### src/rtl/bms_pkg.sv
package bms_pkg;

  // Sizing of the slave
  localparam int MEM_WORDS        = 65536;
  localparam int READ_QUEUE_DEPTH = 8;
  localparam int BEAT_WORDS       = 1;
  localparam int BYTES_PER_WORD   = 8;

  localparam int DATA_W  = BYTES_PER_WORD * 8;
  localparam int MEM_AW  = $clog2(MEM_WORDS);
  localparam int BYTE_SH = $clog2(BYTES_PER_WORD);
  localparam int RQ_PW   = (READ_QUEUE_DEPTH > 1) ? $clog2(READ_QUEUE_DEPTH) : 1;
  localparam int RQ_CW   = $clog2(READ_QUEUE_DEPTH + 1);

  localparam logic [31:0]      BEAT_STRIDE = 32'(BYTES_PER_WORD * BEAT_WORDS);
  localparam logic [RQ_CW-1:0] RQ_FULL     = RQ_CW'(READ_QUEUE_DEPTH);
  localparam logic [RQ_PW-1:0] RQ_LAST     = RQ_PW'(READ_QUEUE_DEPTH - 1);

  // Back-end sequencer states
  typedef enum logic [1:0] {
    ST_IDLE,
    ST_WRITE,
    ST_READ,
    ST_RESP
  } bms_state_t;

  // One cycle's worth of requests, as handed from front to back
  typedef struct packed {
    logic                      rq_valid;
    logic [7:0]                rq_len;
    logic [7:0]                rq_tag;
    logic [31:0]               rq_addr;
    logic                      wa_valid;
    logic [31:0]               wa_addr;
    logic                      wb_valid;
    logic [DATA_W-1:0]         wb_data;
    logic [BYTES_PER_WORD-1:0] wb_be;
    logic                      ready;
  } bms_cmd_t;

  // Head of the command queue seen by the back end
  typedef struct packed {
    logic     valid;
    bms_cmd_t cmd;
  } bms_fq_t;

  // Backing store access: one write and one read port
  typedef struct packed {
    logic                      we;
    logic [BYTES_PER_WORD-1:0] be;
    logic [MEM_AW-1:0]         waddr;
    logic [DATA_W-1:0]         wdata;
    logic                      re;
    logic [MEM_AW-1:0]         raddr;
  } bms_mem_req_t;

  // Byte address to word index, low bits ignored, wraps over the store
  function automatic logic [MEM_AW-1:0] word_idx(input logic [31:0] addr);
    return addr[BYTE_SH +: MEM_AW];
  endfunction

  // Queue pointer increment with wrap at the depth
  function automatic logic [RQ_PW-1:0] rq_inc(input logic [RQ_PW-1:0] ptr);
    return (ptr == RQ_LAST) ? '0 : ptr + 1'b1;
  endfunction

endpackage

### src/rtl/bms_front.sv
module bms_front import bms_pkg::*; (
  input  logic                      clk,
  input  logic                      rst_n,
  input  logic                      start,
  output logic                      busy,
  input  logic                      in_read_request_valid,
  input  logic [7:0]                in_read_request_length,
  input  logic [7:0]                in_read_request_tag,
  input  logic [31:0]               in_read_request_address,
  input  logic                      in_write_request_valid,
  input  logic [31:0]               in_write_request_address,
  input  logic                      in_write_beat_valid,
  input  logic [DATA_W-1:0]         in_write_beat_data,
  input  logic [BYTES_PER_WORD-1:0] in_write_byte_enables,
  input  logic                      in_read_beat_ready,
  input  logic                      pop,
  output bms_fq_t                   fq
);

  bms_cmd_t   buf_r [2];
  logic       wp_r, wp_nxt;
  logic       rp_r, rp_nxt;
  logic [1:0] cnt_r, cnt_nxt;
  logic       accept;
  bms_cmd_t   cmd_in;

  // Pack the incoming word into a command
  always_comb begin
    cmd_in.rq_valid = in_read_request_valid;
    cmd_in.rq_len   = in_read_request_length;
    cmd_in.rq_tag   = in_read_request_tag;
    cmd_in.rq_addr  = in_read_request_address;
    cmd_in.wa_valid = in_write_request_valid;
    cmd_in.wa_addr  = in_write_request_address;
    cmd_in.wb_valid = in_write_beat_valid;
    cmd_in.wb_data  = in_write_beat_data;
    cmd_in.wb_be    = in_write_beat_valid ? in_write_byte_enables : '0;
    cmd_in.ready    = in_read_beat_ready;
  end

  // Two-entry command queue
  assign busy     = (cnt_r == 2'd2);
  assign accept   = start && !busy;
  assign fq.valid = (cnt_r != 2'd0);
  assign fq.cmd   = buf_r[rp_r];

  always_comb begin
    wp_nxt  = accept ? ~wp_r : wp_r;
    rp_nxt  = pop ? ~rp_r : rp_r;
    cnt_nxt = cnt_r;
    if (accept && !pop) begin
      cnt_nxt = cnt_r + 2'd1;
    end else if (!accept && pop) begin
      cnt_nxt = cnt_r - 2'd1;
    end
  end

  always_ff @(posedge clk) begin
    if (!rst_n) begin
      wp_r  <= 1'b0;
      rp_r  <= 1'b0;
      cnt_r <= 2'd0;
    end else begin
      wp_r  <= wp_nxt;
      rp_r  <= rp_nxt;
      cnt_r <= cnt_nxt;
    end
  end

  always_ff @(posedge clk) begin
    if (accept) begin
      buf_r[wp_r] <= cmd_in;
    end
  end

endmodule

### config.mk
export PLATFORM = sky130hd
export DESIGN_NAME = bms_front
export DESIGN_NICKNAME = d
export VERILOG_FILES = /design/src/rtl/bms_pkg.sv /design/src/rtl/bms_front.sv
export SDC_FILE = /design/constraint.sdc
export NUM_CORES = 1
export LEC_CHECK = 0
export ABC_AREA = 1
export BUFFER_PORTS_ARGS = -buffer_cell sky130_fd_sc_hd__buf_4
export CAP_MARGIN = 40
export CELL_PAD_IN_SITES_DETAIL_PLACEMENT = 0
export CELL_PAD_IN_SITES_GLOBAL_PLACEMENT = 1
export CORE_UTILIZATION = 47
export DETAILED_ROUTE_END_ITERATION = 7
export MAX_ROUTING_LAYER = met4
export PLACE_DENSITY = 0.82
export SYNTH_ARGS = -nofsm -noshare
export SYNTH_HDL_FRONTEND = slang
export SYNTH_SLANG_ARGS = --single-unit
export TNS_END_PERCENT = 50
### constraint.sdc
create_clock -name clk -period 17.2 [get_ports clk]
set_input_delay 0 -clock clk [delete_from_list [all_inputs] [get_ports clk]]
set_output_delay 0 -clock clk [all_outputs]
set_load 0.005 [all_outputs]
; Word level (Yosys, flattened, before mapping)
; Memories as Yosys holds them, arrays and structs flattened. A register that Yosys moved wholly into a read port is not among the register bits.
; Cells that the tools add are included.
[classes]
add_sub_neg = 2
bitwise_logic = 2
eq_ne = 1
reduce_logical = 8
mux = 7
[ops]
columns = cell, n
row1 = two-way mux 8 bit, 1
row2 = two-way mux 1 bit, 4
row3 = two-way mux 2 bit, 2
row4 = nonzero test 2 bit, 2
row5 = logical AND 1 bit, 3
row6 = logical NOT 1 bit, 3
row7 = adder 2 x 1 -> 2 bit (second input constant), 1
row8 = == test 2 bit (second input constant), 1
row9 = inverter 1 bit, 2
row10 = subtractor 2 x 1 -> 2 bit (second input constant), 1
[word_totals]
elab_cells = 24
output_inout_bits = 158
mem_bits_rw = 312
ff_bits = 4
mem_count = 1
input_bits = 160
[memory_table]
columns = memory, words, width, rd, rd_ports_with_merged_regs, write_ports, line
row1 = buf_r, 2, 156, 1, 1, 1, bms_front.sv:20  ; bms_cmd_t buf_r [2];

; Logic depth before layout (Yosys ltp)
[logic_depth]
word_depth = 7
ltp_mapped = 10
mapped_depth_nobuf = 10

; Worst setup path before layout
; OpenSTA, ideal clock, no wires.
[synth_timing]
path_type = flip-flop to flip-flop
start = register cnt_r[1]
end = memory buf_r[0][0] (netlist bit), enable pin
t_required_ps = 16525
stages_incl_launch_ff = 4
setup_slack_ps = 9515
period_less_slack_ps = 7685
arrival_ps = 7011
n_path_buf = 0
setup_ps = 675
path_cell_list = dfxtp_1 -> inv_1 -> o21ai_0 -> nor2_1
[synth_via]
elab_chain_len = 5
[synth_lines]
columns = item, line
row1 = start: declaration, bms_front.sv:23  ; logic [1:0] cnt_r, cnt_nxt;
row2 = start signal: assignment, bms_front.sv:66  ; cnt_r <= cnt_nxt;
row3 = == test 2 bit, bms_front.sv:42  ; assign busy = (cnt_r == 2'd2);
row4 = logical NOT 1 bit, bms_front.sv:43  ; assign accept = start && !busy;
row5 = logical AND 1 bit, bms_front.sv:43
row6 = two-way mux 1 bit, bms_front.sv:71  ; if (accept) begin
row7 = two-way mux 1 bit (implied by the code), bms_front.sv:72  ; buf_r[wp_r] <= cmd_in;
row8 = end: declaration, bms_front.sv:20
; Every way passes these cells.

; Worst setup path after layout
[layout_timing]
start = register cnt_r[1]
end = memory buf_r[1][138] (netlist bit), enable pin
; The elaborated chain is that of the path after synthesis.

==> metrics.md <==
| Metric | Value |
|---|---|
| Final Worst Setup Slack | 14.68 ns |
| Root Buffer | clkbuf_16 |
| Post-DR vias/cell | 4.81 |
| Final setup fails | 0 |
| # port buffers | 317 |
| Final instance area | 17,000 µm² |
| # clock sinks | 317 |
| Lkg Pwr | 6.48 nW |
| DR vias | 6,681 |
| Final min period | 2.52 ns |
| CTS buffer count | 31 |
| CTS clock-pin slew for the worst setup and hold paths | 0.06 ns |
| Layout Utilization | 0.701 |
| Largest net degree at the start of global routing | 65 |
| DR iter-0 viols | 296 |
| CP Max Fanout | 64 |
| Final hold violation count | 0 |
| Max-cap violations | 0 |
| Area share of the largest cell type after synthesis | 0.807 |
| Share of cells above drive strength 1 | 0.502 |
| Core ar. | 24,200 µm² |
| FF+latch count, synth | 317 |
| Most instantiated cells after synthesis | edfxtp_1, mux2_2, buf_6, inv_1, nand2_1 |
| Synth Cell Area | 11,600 µm² |
| Flop-to-flop setup slack | 14.68 ns |
| Vias in the first global route | 7,104 |
| Post-Synth Adder-Cell Area | 0.00108 |
| Critical path class | register to register |
| DRT Pass-1 Iters | 4 |
| Post-CTS setup buffers | 0 |
| Routed WL | 25.1 mm |
| F_max | 396 MHz |
| Total number of yosys warnings | 0 |
| Seq/Total Area, Yosys | 0.816 |
| DR DRC count | 0 |
| Row Count | 57 |
| Area growth syn-to-layout | 46.4% |
| Compound-gate portion of the synthesized area | 0.00172 |
| WP data arrival | 2.68 ns |
| CTS H-tree depth | 1 |
| Worst-margin pin slew | 0.859 ns |
| Post-DP HPWL | 15.0 mm |
| Critical Path End Type | register |
| Die width | 159 µm |
| Hold_buf cts | 159 |
| # IOs | 318 |
| Die Y | 159 µm |
| Mean Syn Cell Area | 21.6 µm² |
| First-pass GRT wire length | 38.2 mm |
| Synth area leaders | edfxtp_1, mux2_2, buf_6, dfxtp_1, inv_1 |
| Clk_skew | 0.00407 ns |
| Fillers | 1,571 |
| Post-synthesis cell type count | 14 |
| Worst slack, placed | 14.72 ns |
| Placed cell area | 14,400 µm² |
| Async set-reset flop share out of synthesis | 0 |
| DR WL/cell | 18.1 µm |
| HP Class | primary input to register |
| Final RePlAce weighted congestion | 0.803 |
| Biggest area consumer among synthesized cells | edfxtp_1 |
| Total congestion overflow | 0 |
| Post-synthesis xor/xnor area fraction | 0 |
| Initial antenna violation count | 2 |
| Main flop type after synthesis | edfxtp_1 |
| Rel. slew slack | 0.427 |
| Routed Antenna Nets | 0 |
| Initial Utilization | 0.479 |
| Die ar. | 25,300 µm² |
| CP required | 17.36 ns |
| Unrepaired setup endpoints after global routing | no |
| Largest family of logic cells by synthesized area | multiplexers |
| Most common cell in the netlist | edfxtp_1 |
| Mux contribution to synthesized area | 0.151 |
| CTS tree | yes |
| Simple-gate portion of the synthesized area | 0.00873 |
| Tot GR Track Use | 0.200 |
| Clock tree buffer depth | 3 |
| Element type at the critical path start | register |
| Resize count post-CTS | 0 |
| Post-synth EDFFs | 312 |
| Worst-Skew Late Latency | 0.53 ns |
| Nets | 1,200 |
| Worst vdd ir | 0.0000851 V |
| WHS | 0.118 ns |
| Power Dens Cells | 109 nW/µm² |
| Slew Viols, Final | 0 |
| Fin crit share | 0.147 |
| Status | complete, no violations |
| Setup_tns | 0 ns |
| Cells after Synth | 538 |
| Syn_nets | 699 |
-- worst paths after layout --
check | start | to | cells after the start
hold / removal | start | wp_r | 4
hold reg to reg | rp_r | rp_r | 2
setup / recovery | cnt_r[1] | buf_r[1][138] | 4
setup reg to reg | cnt_r[1] | buf_r[1][138] | 4
-- sequential cells by signal, summed over array words and instances, names as in the netlist, named ones only --
signal,count
buf_r,312
cnt_r,2
rp_r,1
wp_r,1
-- metal layers --
metal  part of all wire  global-route usage  up-vias
met5                  0                   -        -
met4              0.024              0.0577        0
met3              0.059              0.0391       46
met2               0.52               0.352      245
met1               0.39               0.233     3286
li1                   -                   -     3104
-- kinds of logic (layout without fill, tap and decap cells) --
| group | Yosys count | count (layout) |
|---|---|---|
| adder cells (fa/ha/maj) | 1 | 1 |
| AND/OR/NAND/NOR | 26 | 26 |
| AO/OA/AOI/OAI | 4 | 4 |
| other | 0 | 2 |
| buffers and inverters | 34 | 559 |
| flip-flops | 317 | 317 |
| multiplexers | 156 | 156 |
-- final cells by class --
cell class / count / area [µm²] / area share
tap: 324 / 405 / 0.0238
clock buffer: 36 / 795 / 0.0467
timing repair buffer: 486 / 4150 / 0.244
inverter: 16 / 60.1 / 0.00353
sequential: 317 / 9470 / 0.557
antenna: 2 / 5.00 / 0.000294
multi-input combinational: 187 / 1910 / 0.112
clock inverter: 21 / 209 / 0.0123
-- where the power goes --
group | switching [mW] | total, mW | internal, mW | leakage [nW]
sequential | 0.0146 | 0.936 | 0.922 | 2.95
clock | 0.269 | 0.659 | 0.389 | 0.494
combinational | 0.110 | 0.256 | 0.146 | 3.03
-- critical path: stages, from the launching register on --
cell,delay (ns)
dfxtp_1,0.32
inv_1,0.12
o21ai_0,0.28
nor2_4,0.59
buf_4,0.79
-- cells in the final DEF, fill, tap and decap left out, types with 3 or more instances in the layout --
cell type	Yosys	final
dlygate4sd3_1	0	159
clkinv_2	0	10
inv_1	16	16
buf_16	0	5
buf_4	0	322
dfxtp_1	5	4
clkbuf_16	0	31
mux2_2	156	156
edfxtp_1	312	312
nor2_1	9	7
nand2_1	15	15
bufinv_16	0	4
clkbuf_1	1	5
o21ai_0	3	3
clkinv_1	0	4
-- per-stage QoR --
| stage | cells | power [mW] |
|---|---|---|
| finish | 1389 | 1.85 |
| global route | 1389 | 1.92 |
| CTS | 1387 | 1.86 |
| detailed placement | 1171 | 1.18 |
| global placement | 1166 | 1.16 |
| floorplan | 538 | 1.06 |
(Power assumes the default switching activity.)
