--- config.mk ---
export PLATFORM = sky130hd
export DESIGN_NAME = bms_back
export DESIGN_NICKNAME = d
export VERILOG_FILES = /design/src/rtl/bms_pkg.sv /design/src/rtl/bms_back.sv
export SDC_FILE = /design/constraint.sdc
export NUM_CORES = 1
export LEC_CHECK = 0
export ABC_AREA = 1
export BUFFER_PORTS_ARGS = -buffer_cell sky130_fd_sc_hd__buf_4
export CELL_PAD_IN_SITES_DETAIL_PLACEMENT = 1
export CELL_PAD_IN_SITES_GLOBAL_PLACEMENT = 2
export CORE_ASPECT_RATIO = 0.7
export CORE_MARGIN = 1
export CORE_UTILIZATION = 34
export DETAILED_ROUTE_END_ITERATION = 6
export GPL_ROUTABILITY_DRIVEN = 1
export PLACE_DENSITY_LB_ADDON = 0.1
export SLEW_MARGIN = 40
export SYNTH_ARGS = -nofsm -noshare
export SYNTH_HDL_FRONTEND = slang
export SYNTH_SLANG_ARGS = --single-unit
--- constraint.sdc ---
create_clock -name clk -period 5.2 [get_ports clk]
set_input_delay 1.04 -clock clk [delete_from_list [all_inputs] [get_ports clk]]
set_output_delay 1.04 -clock clk [all_outputs]
set_load 0.1 [all_outputs]
--- src/rtl/bms_pkg.sv ---
package bms_pkg;

  // Sizing of the slave
  localparam int MEM_WORDS        = 65536;
  localparam int READ_QUEUE_DEPTH = 8;
  localparam int BEAT_WORDS       = 1;
  localparam int BYTES_PER_WORD   = 8;

  localparam int DATA_W  = BYTES_PER_WORD * 8;
  localparam int MEM_AW  = $clog2(MEM_WORDS);
  localparam int BYTE_SH = $clog2(BYTES_PER_WORD);
  localparam int RQ_PW   = (READ_QUEUE_DEPTH > 1) ? $clog2(READ_QUEUE_DEPTH) : 1;
  localparam int RQ_CW   = $clog2(READ_QUEUE_DEPTH + 1);

  localparam logic [31:0]      BEAT_STRIDE = 32'(BYTES_PER_WORD * BEAT_WORDS);
  localparam logic [RQ_CW-1:0] RQ_FULL     = RQ_CW'(READ_QUEUE_DEPTH);
  localparam logic [RQ_PW-1:0] RQ_LAST     = RQ_PW'(READ_QUEUE_DEPTH - 1);

  // Back-end sequencer states
  typedef enum logic [1:0] {
    ST_IDLE,
    ST_WRITE,
    ST_READ,
    ST_RESP
  } bms_state_t;

  // One cycle's worth of requests, as handed from front to back
  typedef struct packed {
    logic                      rq_valid;
    logic [7:0]                rq_len;
    logic [7:0]                rq_tag;
    logic [31:0]               rq_addr;
    logic                      wa_valid;
    logic [31:0]               wa_addr;
    logic                      wb_valid;
    logic [DATA_W-1:0]         wb_data;
    logic [BYTES_PER_WORD-1:0] wb_be;
    logic                      ready;
  } bms_cmd_t;

  // Head of the command queue seen by the back end
  typedef struct packed {
    logic     valid;
    bms_cmd_t cmd;
  } bms_fq_t;

  // Backing store access: one write and one read port
  typedef struct packed {
    logic                      we;
    logic [BYTES_PER_WORD-1:0] be;
    logic [MEM_AW-1:0]         waddr;
    logic [DATA_W-1:0]         wdata;
    logic                      re;
    logic [MEM_AW-1:0]         raddr;
  } bms_mem_req_t;

  // Byte address to word index, low bits ignored, wraps over the store
  function automatic logic [MEM_AW-1:0] word_idx(input logic [31:0] addr);
    return addr[BYTE_SH +: MEM_AW];
  endfunction

  // Queue pointer increment with wrap at the depth
  function automatic logic [RQ_PW-1:0] rq_inc(input logic [RQ_PW-1:0] ptr);
    return (ptr == RQ_LAST) ? '0 : ptr + 1'b1;
  endfunction

endpackage

--- src/rtl/bms_back.sv ---
module bms_back import bms_pkg::*; (
  input  logic              clk,
  input  logic              rst_n,
  input  bms_fq_t           fq,
  output logic              pop,
  output bms_mem_req_t      mreq,
  input  logic [DATA_W-1:0] mem_rdata,
  output logic              out_strobe,
  output logic              out_read_beat_valid,
  output logic [7:0]        out_read_beat_tag,
  output logic [DATA_W-1:0] out_read_beat_data,
  output logic              out_request_dropped
);

  bms_state_t       state_r, state_nxt;
  bms_cmd_t         cmd_r, cmd_nxt;
  logic [31:0]      wa_r, wa_nxt, wa_cur;
  logic [RQ_PW-1:0] head_r, head_nxt;
  logic [RQ_PW-1:0] tail_r, tail_nxt;
  logic [RQ_CW-1:0] count_r, count_nxt;
  logic             beat_valid_r, beat_valid_nxt;
  logic [7:0]       tag_r, tag_nxt;
  logic             dropped_r, dropped_nxt;

  logic [31:0]      q_addr_r [READ_QUEUE_DEPTH];
  logic [7:0]       q_rem_r  [READ_QUEUE_DEPTH];
  logic [7:0]       q_tag_r  [READ_QUEUE_DEPTH];

  logic             full, nonempty, enq, adv, retire;

  assign full     = (count_r == RQ_FULL);
  assign nonempty = (count_r != '0);
  assign wa_cur   = cmd_r.wa_valid ? cmd_r.wa_addr : wa_r;

  // Next state
  always_comb begin
    unique case (state_r)
      ST_IDLE:  state_nxt = fq.valid ? ST_WRITE : ST_IDLE;
      ST_WRITE: state_nxt = ST_READ;
      ST_READ:  state_nxt = ST_RESP;
      ST_RESP:  state_nxt = fq.valid ? ST_WRITE : ST_IDLE;
      default:  state_nxt = ST_IDLE;
    endcase
  end

  // Sequencer outputs
  always_comb begin
    pop        = 1'b0;
    out_strobe = 1'b0;
    unique case (state_r)
      ST_IDLE:  pop = fq.valid;
      ST_WRITE: pop = 1'b0;
      ST_READ:  pop = 1'b0;
      ST_RESP: begin
        pop        = fq.valid;
        out_strobe = 1'b1;
      end
      default:  pop = 1'b0;
    endcase
  end

  // Datapath: enqueue and write in one step, front burst read in the next
  always_comb begin
    cmd_nxt        = pop ? fq.cmd : cmd_r;
    wa_nxt         = wa_r;
    head_nxt       = head_r;
    tail_nxt       = tail_r;
    count_nxt      = count_r;
    beat_valid_nxt = beat_valid_r;
    tag_nxt        = tag_r;
    dropped_nxt    = dropped_r;
    enq            = 1'b0;
    adv            = 1'b0;
    retire         = 1'b0;
    mreq           = '0;
    case (state_r)
      ST_WRITE: begin
        dropped_nxt = cmd_r.rq_valid && full;
        enq         = cmd_r.rq_valid && !full;
        wa_nxt      = wa_cur;
        if (enq) begin
          tail_nxt  = rq_inc(tail_r);
          count_nxt = count_r + 1'b1;
        end
        if (cmd_r.wb_valid) begin
          mreq.we    = 1'b1;
          mreq.be    = cmd_r.wb_be;
          mreq.waddr = word_idx(wa_cur);
          mreq.wdata = cmd_r.wb_data;
          wa_nxt     = wa_cur + BEAT_STRIDE;
        end
      end
      ST_READ: begin
        beat_valid_nxt = nonempty;
        tag_nxt        = nonempty ? q_tag_r[head_r] : 8'd0;
        mreq.re        = nonempty;
        mreq.raddr     = word_idx(q_addr_r[head_r]);
        adv            = nonempty && cmd_r.ready;
        retire         = adv && (q_rem_r[head_r] == 8'd0);
        if (retire) begin
          head_nxt  = rq_inc(head_r);
          count_nxt = count_r - 1'b1;
        end
      end
      default: begin
        mreq = '0;
      end
    endcase
  end

  always_ff @(posedge clk) begin
    if (!rst_n) begin
      state_r      <= ST_IDLE;
      wa_r         <= '0;
      head_r       <= '0;
      tail_r       <= '0;
      count_r      <= '0;
      beat_valid_r <= 1'b0;
      dropped_r    <= 1'b0;
    end else begin
      state_r      <= state_nxt;
      wa_r         <= wa_nxt;
      head_r       <= head_nxt;
      tail_r       <= tail_nxt;
      count_r      <= count_nxt;
      beat_valid_r <= beat_valid_nxt;
      dropped_r    <= dropped_nxt;
    end
  end

  always_ff @(posedge clk) begin
    cmd_r <= cmd_nxt;
    tag_r <= tag_nxt;
  end

  // Read burst queue: fill at tail, step the front burst at head
  always_ff @(posedge clk) begin
    if (enq) begin
      q_addr_r[tail_r] <= cmd_r.rq_addr;
      q_rem_r[tail_r]  <= cmd_r.rq_len;
      q_tag_r[tail_r]  <= cmd_r.rq_tag;
    end
    if (adv) begin
      q_addr_r[head_r] <= q_addr_r[head_r] + BEAT_STRIDE;
      if (q_rem_r[head_r] != 8'd0) begin
        q_rem_r[head_r] <= q_rem_r[head_r] - 8'd1;
      end
    end
  end

  // Result word
  assign out_read_beat_valid = beat_valid_r;
  assign out_read_beat_tag   = tag_r;
  assign out_read_beat_data  = beat_valid_r ? mem_rdata : '0;
  assign out_request_dropped = dropped_r;

  // Checks
  a_count_bound: assert property (@(posedge clk) disable iff (!rst_n)
    count_r <= RQ_FULL)
    else $error("read queue count beyond depth");

  a_empty_ptrs: assert property (@(posedge clk) disable iff (!rst_n)
    (count_r == '0) |-> (head_r == tail_r))
    else $error("empty queue with head and tail apart");

  a_drop_on_full: assert property (@(posedge clk) disable iff (!rst_n)
    (state_r == ST_WRITE && cmd_r.rq_valid && full) |=> dropped_r && count_r == RQ_FULL)
    else $error("full queue request not dropped");

  a_wr_advance: assert property (@(posedge clk) disable iff (!rst_n)
    (state_r == ST_WRITE && cmd_r.wb_valid) |=> wa_r == $past(wa_cur) + BEAT_STRIDE)
    else $error("write address did not advance by one beat");

  a_port_split: assert property (@(posedge clk) disable iff (!rst_n)
    !(mreq.we && mreq.re))
    else $error("store written and read in the same cycle");

endmodule

; Word-level counts from Yosys, hierarchy flattened
; Memories as Yosys holds them, arrays and structs flattened. A register that Yosys moved wholly into a read port is not among the register bits.
; Cells that the tools add are included.
[totals]
register_bits = 202
ram_bits = 384
memories = 3
out_inout_bits = 182
[classes]
n_addsub = 7
reduce_logical = 18
n_eq_ne = 8
mux = 34
[mem_list]
columns = name, depth, word_bits, rd, rd_clocked_by_memory_dff, wr, line_no
row1 = q_addr_r, 8, 32, 1, 1, 1, bms_back.sv:25  ; logic [31:0] q_addr_r [READ_QUEUE_DEPTH];
row2 = q_rem_r, 8, 8, 1, 1, 1, bms_back.sv:26  ; logic [7:0] q_rem_r [READ_QUEUE_DEPTH];
row3 = q_tag_r, 8, 8, 1, 1, 1, bms_back.sv:27  ; logic [7:0] q_tag_r [READ_QUEUE_DEPTH];
[ops]
columns = cell, count
row1 = $mux W89, 2
row2 = $mux W32, 3
row3 = $add A32 B4 Y32 const B, 2
row4 = $mux W64, 1
row5 = $reduce_or A32 Y1, 1
row6 = $mux W3, 8
row7 = $mux W17, 1
row8 = $mux W1, 13
row9 = $logic_not A8 Y1, 1
row10 = $mux W4, 2
row11 = $mux W8, 1
row12 = $pmux W4 S2, 1
row13 = $reduce_bool A8 Y1, 1
row14 = $reduce_or A8 Y1, 1
row15 = $sub A8 B1 Y8 const B, 1
row16 = $add A3 B1 Y3 const B, 2
row17 = $eq A3 B3 Y1 const B, 2
row18 = $pmux W2 S3, 1
row19 = $add A4 B1 Y4 const B, 1
row20 = $eq A2 B2 Y1 const B, 2
row21 = $eq A4 B4 Y1 const B, 1
row22 = $logic_and A1 B1 Y1, 4
row23 = $ne A2 B2 Y1 const B, 2
row24 = $reduce_and A2 Y1, 2
row25 = 9 further kinds, 11

; Longest topological paths before layout
[logic_depth]
depth_word = 7
depth_mapped = 20

; Worst setup path before layout
; No wires, ideal clock.
[synth_timing]
path_type = input to output
start = input port fq[156] (netlist bit)
end = output port pop
path_slack_ns = 0.094
arrival_ns = 4.066
required_ns = 4.160
path_stages = 2
n_path_buf = 0
cell_sequence = nand2_1 inv_1
[synth_between]
elab_chain_len = 1
[synth_rtl]
columns = element, line_no
row1 = from (decl), bms_back.sv:4  ; input bms_fq_t fq,
row2 = $pmux W1 S2, bms_back.sv:50  ; unique case (state_r)
row3 = to (decl), bms_back.sv:5  ; output logic pop,
; No other way between the ends.

==> results.sh <==
export IMPL_hpwl_um=40900
export IMPL_power_mw=9.89
export IMPL_post_cts_setup_buffers=0
export IMPL_synth_distinct_cells=45
export IMPL_nFillCells=6103
export IMPL_die_w_um=282
export IMPL_rows=71
export IMPL_design_die_area_um2=55800
export IMPL_slew_violations=0
export IMPL_grt_setup_unrepaired="false"
export IMPL_grt_met3_usage_pct=5.78
export IMPL_cts_resized_gates=0
export IMPL_syn2layout_area_growth_pct=26.3
export IMPL_seqPwrFrac_pct=43.9
export IMPL_ys_async_sr_fraction_pct=0
export IMPL_p_int_mw=6.41
export IMPL_final_setup_viol_count=0
export IMPL_worst_pin_slew_ps=804
export IMPL_drtIter0Drc=684
export IMPL_clock_latency_ps=580
export IMPL_root_buffer="clkbuf_16"
export IMPL_r2r_cells=14
export IMPL_drtAntennaViolNets=0
export IMPL_path_clk_slew_ps=60
export IMPL_grt_max_degree=89
export IMPL_ys_seq_area_share_pct=66.0
export IMPL_drc=0
export IMPL_ir_drop_v=0.000237
export IMPL_yosysTopAreaCell="edfxtp_1"
export IMPL_yosysWarningCount=0
export IMPL_synth_seq_cells=421
export IMPL_vias=13800
export IMPL_drive_gt1_share_pct=23.2
export IMPL_arrival_ps=3160
export IMPL_p_switching_mw=3.48
export IMPL_num_antenna_cells=0
export IMPL_synth_area_leaders="edfxtp_1 62%, nand2_1 8.0%, nor2_1 7.0%"
export IMPL_grt_pass1_vias=14600
export IMPL_grtUsageMet2_pct=33.1
export IMPL_placed_area_um2=22200
export IMPL_cts_hold_buf=0
export IMPL_netlist_area_um2=18700
export IMPL_synth_flop_cell="edfxtp_1"
export IMPL_synth_edf_count=388
export IMPL_crit_path_end_kind="output pin"
export IMPL_synth_cells=1846
export IMPL_clk_path_buf_depth=3
export IMPL_start_util_pct=34.6
export IMPL_power_leakage_nw=10.4
export IMPL_post_drt_wl_per_cell_um=19.5
export IMPL_final_setup_tns_ps=0
export IMPL_coreArea_um2=53900
export IMPL_critPathKind="flip-flop to output pin"
export IMPL_nets=2458
export IMPL_tritoncts="done"
export IMPL_stdcell_area_um2=23600
export IMPL_cap_violations=0
export IMPL_grtUsageTotal_pct=20.9
export IMPL_fin_crit_sh_pct=80.7
export IMPL_gp_congestion=0.801
export IMPL_port_buffers=372
export IMPL_finalWirelength_um=58300
export IMPL_power_density_nw_per_um2=420
export IMPL_post_route_min_period_ps=4200
export IMPL_hold_viol=0
export IMPL_outcome="finished clean"
export IMPL_relSlewSlack_pct=45.8
export IMPL_clockPowerShare_pct=30.3
export IMPL_grt_use_met1_pct=28.4
export IMPL_h_tree_depth=2
export IMPL_synth_nets=2084
export IMPL_grt_overflow=0
export IMPL_gr_max_usage_layer="met2"
export IMPL_multi_input_area_um2=5040
export IMPL_ios=405
export IMPL_cts_made_buffers=45
export IMPL_cp_start_kind="flip-flop"
export IMPL_rr_endpoint="q_rem_r[7][2]$_DFFE_PP_"
export IMPL_hold_path_class="flip-flop to flip-flop"
export IMPL_cp_required_ps=4160
export IMPL_regArea_um2=12300
export IMPL_path_max_fanout=43
export IMPL_fmax_ghz=0.238
export IMPL_grt_pass1_wl_um=87400
export IMPL_vias_per_cell=4.63
export IMPL_p_sw_share_pct=35.2
export IMPL_antenna_found_initial=0
export IMPL_first_pass_iters=4
export IMPL_skew_ps=29.6
export IMPL_min_from="wa_r[4]$_SDFFE_PN0P_"
export IMPL_combPwrFrac_pct=25.8
export IMPL_die_h_um=198
export IMPL_cts_sinks=421
export IMPL_hold_depth=2
export IMPL_syn_avg_cell_area_um2=10.1
export IMPL_min_to="wa_r[4]$_SDFFE_PN0P_"
export IMPL_r2r_slack_ps=1470
export IMPL_yosys_area_top_type_share_pct=62.5
-- sequential cells by signal, indices dropped and copies added (netlist names), named ones only --
signal               count
out_read_beat_valid      1
count_r                  4
out_request_dropped      1
q_tag_r                 64
state_r                  2
wa_r                    16
out_read_beat_tag        8
cmd_r                  124
q_rem_r                 64
q_addr_r               128
tail_r                   3
head_r                   3
-- cells in the mapped netlist, types with 8 or more instances --
cell and count:
nand2_1 398, edfxtp_1 388, nor2_1 349, inv_1 228
o21ai_0 90, nand3_1 77, o21ai_1 50, clkbuf_1 35
dfxtp_1 33, a21oi_1 32, buf_2 23, ha_1 14
buf_6 13, xor2_1 12, a31oi_1 11, o22ai_1 10
nand2_2 8, nand4_1 8
-- metrics by stage --
step,worst slack (ps),hold slack (ps),utilization [%],instances
floorplan,94.4,445,-,1846
global placement,1520,459,41.2,2903
detailed placement,1410,488,41.2,2903
CTS,943,497,43.7,2980
global route,838,519,43.7,2980
finish,1000,498,43.7,2980
-- how the worst max path moves through the flow --
stage,from,end,slack (ps),cells past startpoint
after global routing,flip-flop,mreq[15],840,7
after floorplan,fq[156],pop,90,2
final,flip-flop,mreq[15],1000,7
after CTS,flip-flop,mreq[15],940,7
after global placement,flip-flop,q_rem_r[6][2]$_DFFE_PP_,1520,16
after detailed placement,state_r[0]$_SDFF_PN0_,q_rem_r[6][0]$_DFFE_PP_,1410,15
-- power groups by stage --
stage | clock network, mW | logic, mW | registers, mW
after floorplan | 0 | 1.75 | 4.50
after global placement | 0 | 2.54 | 4.41
after detailed placement | 0 | 2.58 | 4.42
after CTS | 3.09 | 2.59 | 4.35
after global routing | 3.21 | 2.74 | 4.38
final | 2.99 | 2.55 | 4.34
-- critical path, cell delays in order, from the launching register on --
cell and delay, ps:
dfxtp_2 580, clkinv_2 340, buf_4 380, o21ai_0 240, o22ai_1 90, o21ai_0 550
nor2_1 90, buf_4 260
-- cell usage in the layout (no fill, tap or decap), drive strengths merged --
cell      Yosys  layout
nand2       411     411
buf          46     408
edfxtp      388     388
nor2        356     356
inv         235     236
o21ai       142     142
nand3        80      80
clkbuf       35      56
dfxtp        33      33
a21oi        32      32
clkinv        1      17
ha           14      14
xor2         12      12
a31oi        11      11
o22ai        10      10
nand4         8       8
or2           8       8
xnor2         6       6
nor3          5       5
o211ai        3       3
clkinvlp      0       3
mux2i         2       2
o221ai        1       1
o31ai         1       1
a211oi        1       1
nor3b         1       1
a22oi         1       1
o211a         1       1
a21o          1       1
fa            1       1
bufinv        0       1
-- kinds of logic after synthesis --
group | count (synthesis) | synth area share [%]
AOI/OAI and AO/OA | 204 | 5.79
and+or+nand+nor | 869 | 19.1
muxes | 2 | 0.107
adders and majority gates | 15 | 1.05
DFF | 421 | 66.0
xor gates and xnor gates | 18 | 0.845
buffers and inverters | 317 | 7.13
-- area by class of cell --
| cell class | instances | area share [%] |
|---|---|---|
| inverter | 236 | 3.80 |
| clock buffer | 56 | 5.04 |
| sequential | 421 | 52.3 |
| tap | 730 | 3.88 |
| multi-input combinational | 1108 | 21.4 |
| timing repair buffer | 408 | 13.0 |
| clock inverter | 21 | 0.579 |
-- per-layer routing --
metal	vias up	routed length [um]	part of all wire, %
met4	0	822	1.4
met2	296	26700	46
met3	51	3950	6.8
met1	6686	26700	46
li1	6773	-	-
met5	-	0	0
No activity file was read; power rests on OpenSTA's default activity.
